$ cat src/hdl/cst_pkg.sv
// ----------------------------------------------------------------------------
// cst_pkg
// types, sizes and codes shared by the semaphore table modules
// ----------------------------------------------------------------------------
`default_nettype none

package cst_pkg;

	localparam int SEM_COUNT  = 16;
	localparam int WAIT_DEPTH = 8;

	localparam int SW = (SEM_COUNT > 1) ? $clog2(SEM_COUNT) : 1;
	localparam int QW = (WAIT_DEPTH > 1) ? $clog2(WAIT_DEPTH) : 1;
	localparam int FW = $clog2(WAIT_DEPTH + 1);
	localparam int WAIT_ENTRIES = SEM_COUNT * WAIT_DEPTH;
	localparam int AW = (WAIT_ENTRIES > 1) ? $clog2(WAIT_ENTRIES) : 1;

	localparam logic [1:0] OP_CREATE  = 2'd0;
	localparam logic [1:0] OP_DESTROY = 2'd1;
	localparam logic [1:0] OP_WAIT    = 2'd2;
	localparam logic [1:0] OP_SIGNAL  = 2'd3;

	localparam logic [2:0] ST_OK      = 3'd0;
	localparam logic [2:0] ST_INVALID = 3'd1;
	localparam logic [2:0] ST_QUEUED  = 3'd2;
	localparam logic [2:0] ST_WOKEN   = 3'd3;
	localparam logic [2:0] ST_CANCEL  = 3'd4;
	localparam logic [2:0] ST_FULL    = 3'd5;

	typedef enum logic [2:0] {
		S_IDLE,
		S_EXEC,
		S_CANCEL,
		S_FIN,
		S_WAKE
	} ctl_state_t;

	// controller to datapath
	typedef struct packed {
		logic latch;
		logic exec;
		logic cancel;
		logic fin;
		logic wake;
	} cst_cmd_t;

	// datapath to controller
	typedef struct packed {
		logic can_emit;
		logic need_cancel;
		logic need_wake;
		logic cancel_last;
	} cst_stat_t;

	function automatic logic [7:0] sat_inc(input logic [7:0] v);
		return (v == 8'hff) ? v : v + 8'd1;
	endfunction

endpackage

`default_nettype wire

$ cat src/hdl/cst_ctl.sv
// ----------------------------------------------------------------------------
// cst_ctl
// request sequencer: accept, execute, cancel sweep, wake step
// ----------------------------------------------------------------------------
`default_nettype none

module cst_ctl
	import cst_pkg::*;
(
	input  wire logic      clk,
	input  wire logic      arst_n,
	input  wire logic      req_valid,
	output logic           req_ready,
	input  wire cst_stat_t stat,
	output cst_cmd_t       cmd
);
	ctl_state_t state_q, state_d;

	always_ff @(posedge clk or negedge arst_n) begin
		if (!arst_n) begin
			state_q <= S_IDLE;
		end else begin
			state_q <= state_d;
		end
	end

	always_comb begin
		state_d   = state_q;
		cmd       = '0;
		req_ready = 1'b0;
		case (state_q)
			S_IDLE: begin
				req_ready = 1'b1;
				if (req_valid) begin
					cmd.latch = 1'b1;
					state_d   = S_EXEC;
				end
			end
			S_EXEC: begin
				if (stat.can_emit) begin
					cmd.exec = 1'b1;
					if (stat.need_cancel) state_d = S_CANCEL;
					else if (stat.need_wake) state_d = S_WAKE;
					else state_d = S_IDLE;
				end
			end
			S_CANCEL: begin
				if (stat.can_emit) begin
					cmd.cancel = 1'b1;
					if (stat.cancel_last) state_d = S_FIN;
				end
			end
			S_FIN: begin
				if (stat.can_emit) begin
					cmd.fin = 1'b1;
					state_d = S_IDLE;
				end
			end
			S_WAKE: begin
				if (stat.can_emit) begin
					cmd.wake = 1'b1;
					state_d  = S_IDLE;
				end
			end
			default: state_d = S_IDLE;
		endcase
	end
endmodule

`default_nettype wire

$ cat config.mk
export PLATFORM = sky130hd
export DESIGN_NAME = cst_ctl
export DESIGN_NICKNAME = d
export VERILOG_FILES = /design/src/hdl/cst_pkg.sv /design/src/hdl/cst_ctl.sv
export SDC_FILE = /design/constraint.sdc
export NUM_CORES = 1
export LEC_CHECK = 0
export BUFFER_PORTS_ARGS = -buffer_cell sky130_fd_sc_hd__buf_4
export CORE_AREA = 2 2 39 41
export DETAILED_ROUTE_END_ITERATION = 10
export DIE_AREA = 0 0 41 43
export PLACE_DENSITY = 0.36
export SLEW_MARGIN = 20
export SYNTH_ARGS = -nofsm -noshare
export SYNTH_HDL_FRONTEND = slang
export SYNTH_SLANG_ARGS = --single-unit
$ cat constraint.sdc
create_clock -name clk -period 1.2 [get_ports clk]
set_input_delay 0.24 -clock clk [delete_from_list [all_inputs] [get_ports clk]]
set_output_delay 0.24 -clock clk [all_outputs]
set_load 0.01 [all_outputs]
After elaboration in Yosys (flattened, before gate mapping)
Cells that the tools add are included.
Operators by class
  equal/unequal tests: 9
  muxes and demuxes: 16
  reduce and logical (&&, ||, !) cells: 3
Operator list (number)
  2-to-1 mux 3 bit: 7
  case mux 3 bit (4 select lines): 1
  2-to-1 mux 1 bit: 8
  != test 2 bit, second input constant: 4
  equality test 3 x 2 -> 1 bit, second input constant: 2
  AND reduction 5 bit: 1
  equality test 3 x 1 -> 1 bit, second input constant: 1
  equality test 3 bit, second input constant: 1
  zero test 3 bit: 1
  != test 2 x 1 -> 1 bit, second input constant: 1
  OR reduction 2 bit: 1
Word-level totals
  bits in registers: 3

Logic depth before layout (Yosys ltp)
  word-level depth: 4
  depth in mapped cells: 3
  mapped depth without buffers: 2

Worst setup path after synthesis
No wires, ideal clock.
  path type: register to output
  from: register state_q[1]
  to: output port cmd[4] (netlist bit)
  data arrival time: 1000 ps
  slack: -40 ps
  stages on the path, launching flop included: 4
  cell sequence: dfrtp_1 > clkbuf_2 > and2b_1 > nor3b_1
RTL lines
  start: declaration: RTL line cst_ctl.sv:17  | ctl_state_t state_q, state_d;
  start signal: assignment: RTL line cst_ctl.sv:23  | state_q <= state_d;
  end: declaration: RTL line cst_ctl.sv:15  | output cst_cmd_t cmd

==> qor.txt <==
======================================================================================================
Cell Area, Placed                                                                             345 um^2
Total wire length                                                                               638 um
Starting DRC count in detailed routing                                                               2
Floorplan Core Area                                                                       0.00138 mm^2
Largest registers                                                                          state_q (3)
Clock buffer depth                                                                                   2
Antenna violations before repair                                                                     0
Syn-to-layout area delta                                                                         99.4%
Number of global-route vias before repair                                                          243
Wirelength per Cell                                                                            10.6 um
Launch point of the critical path                                                           state_q[1]
Internal Pwr Total                                                                            0.547 mW
Worst endpoint required time                                                                    960 ps
Cell count of the worst reg-to-reg path                                                              2
Switching share of power                                                                         35.5%
Shortest clock period the worst path allows after layout                                       1400 ps
Slew Limit Headroom                                                                              84.8%
Cell leakage power                                                                            0.204 nW
Netlist Area Pre-Place                                                                        216 um^2
Total count of hold-check failures in the final report                                               0
Skew-Pair Late Insertion Delay                                                                  230 ps
Aggregate negative setup slack                                                                 -906 ps
Beginning of the worst register-to-register path                                            state_q[1]
Highest fanout seen on the critical path                                                             7
Net switching power of the design                                                             0.300 mW
Arrival time of data at the critical path endpoint                                             1160 ps
Number of standard-cell rows in the floorplan                                                       14
Number of cells produced by synthesis                                                               23
Wire length of the first global-routing pass                                                   1010 um
Routability Congestion                                                                           0.687
Cell types with the largest area share after synthesis                                    dfrtp_1, nor3b_1, and4bb_2, buf_6, a21bo_2
Maximum operating frequency                                                                    713 MHz
Starting density of the core                                                                     15.6%
CP Launch Type                                                                                    flop
Layout cells sized above 1                                                                       72.7%
Total routing resource utilization after global routing                                          9.15%
PortBufs                                                                                            12
Die X                                                                                            41 um
Detailed placer's ending HPWL                                                                   477 um
Final max-slew violation count                                                                       0
Leading cell type in the layout, fill and taps excluded                                          buf_4
Sink of the worst hold path                                                                 state_q[2]
Top-Level Pins                                                                                      13
Root buffer selected by CTS                                                                   clkbuf_4
Total Die Area                                                                            0.00176 mm^2
Combinational cell fraction of total power                                                       53.6%
Worst slack at placement                                                                      -5.88 ps
Cell taking the most area after synthesis                                                      dfrtp_1
Maximum resistive drop on vdd                                                               0.000798 V
Hold Path Class                                                                           input port to flop
Clock net sink count                                                                                 3
Reg-to-reg critical path endpoint                                                           state_q[2]
Worst Max-Slew Pin Slew                                                                         226 ps
Largest net degree at the start of global routing                                                   10
Number of non-filler instances in the completed layout                                              60
GRT overflow                                                                                         0
Endpoint type of the worst setup path                                                     primary output
Overall power after layout                                                                    0.847 mW
Sequential group share of total power                                                            25.7%
Clock tree from TritonCTS                                                                        built
Count of yosys warnings during synthesis                                                             0
Worst hold path depth                                                                                2
Number of distinct library cells after synthesis                                                    17
Worst Setup Path Type                                                                     flop to primary output
H-tree lvl count                                                                                     1
Largest register FFs                                                                                 3
Final clock skew                                                                               3.68 ps
Final Cycle Share                                                                                 117%
Setup repair after global routing missed its margin                                               true
Clock network power share                                                                        20.7%
Number of nets in the layout                                                                        52
Number of synthesized register bits                                                                  3
Clock transition at the register clock pins on the worst setup and hold paths after CTS          30 ps
Launch instance of the worst min-delay path                                                    stat[2]
Outcome                                                                                   complete, but fails checks
PD cells                                                                                  1960 mW/mm^2
Via density                                                                                       4.30
Number of diodes added for antenna fixing                                                            0
Number of max-cap violations                                                                         0
Die span in y                                                                                    43 um
Via count                                                                                          258
Register bank with the most flops                                                              state_q
Post-synthesis area per instance                                                             9.41 um^2
Total non-filler cell area in the finished layout                                             432 um^2
Count of unresolved DRC violations after routing                                                     0
Seq/Total Area, Yosys                                                                            34.7%
Iteration count of the initial detailed-routing pass                                                 3
Total of endpoints with negative setup slack in the final report                                     6
Total CTS buffers                                                                                    3
Synthesized Nets                                                                                    30
Core Util, Final                                                                                 31.2%
Reg-to-reg slack, setup                                                                          50 ps
Placed instance count                                                                               53
Worst Slack Setup Final                                                                        -202 ps
Commonest cells after routing, fill and taps aside                                        buf_4, clkbuf_4
Number of nets with antenna violations after routing                                                 0
Fraction of post-synthesis cell area in the top cell type by area                                34.7%
Violated checks                                                                           setup timing
Fin Hold WS                                                                                     208 ps
======================================================================================================
## repair_timing
| action | CTS | global route |
|---|---|---|
| resized for setup | 4 | 4 |
| pin swaps | 1 | 1 |
| setup buffers | 1 | 1 |
| hold buffers | 1 | 0 |
| hold endpoints to repair | 3 | 0 |
| endpoints found under the setup margin | 6 | 7 |
| cloned | 0 | 0 |
## power groups by stage
stage               Clock (mW)  Sequential (mW)  Combinational, mW
finish                   0.175            0.217              0.454
detailed placement           0            0.198              0.380
global placement             0            0.197              0.378
CTS                      0.187            0.213              0.419
global route             0.212            0.225              0.487
floorplan                    0            0.153              0.255
## worst max-delay path, cell delays in order, from the launching register on
cell	delay (ps)
dfrtp_2	430
and2b_1	210
nor3b_2	160
buf_4	140
## cell families after synthesis
| family | Yosys count | synth area share [%] |
|---|---|---|
| flops | 3 | 34.7 |
| buf+inv | 2 | 7.51 |
| compound gates | 5 | 17.3 |
| simple gates | 13 | 40.5 |
## layer usage
metal  share of wire, %  wire length (um)  up-vias  GRT usage (%)
met2                 46               291       10           11.9
li1                   -                 -      130              -
met1                 48               309      118           11.3
met5                  0                 0        -              0
met4                  0                 0        0           2.00
met3                5.8                37        0           7.85
## synthesized netlist by cell type, drive strengths merged
library cell  n
dfrtp         3
a21oi         2
nand2         2
nor3          2
nor3b         2
a21bo         1
and2b         1
and3          1
and4bb        1
buf           1
clkbuf        1
nand2b        1
nand4b        1
nor2          1
o31a          1
o41ai         1
or4b          1
## how the worst max path moves through the flow
stage / end / depth (start not counted)
floorplan: cmd[3] / 2
global placement: state_q[2] / 2
detailed placement: cmd[4] / 3
CTS: cmd[4] / 3
global route: cmd[4] / 3
finish: cmd[4] / 3
## cell type report
class | count | area (um^2)
Fill cell | 162 | 952
Timing Repair Buffer | 19 | 145
Multi-Input combinational cell | 18 | 163
Tap cell | 16 | 20.0
Clock buffer | 4 | 26.3
Sequential cell | 3 | 77.6
Note: power is estimated with default switching activity, not from simulation.
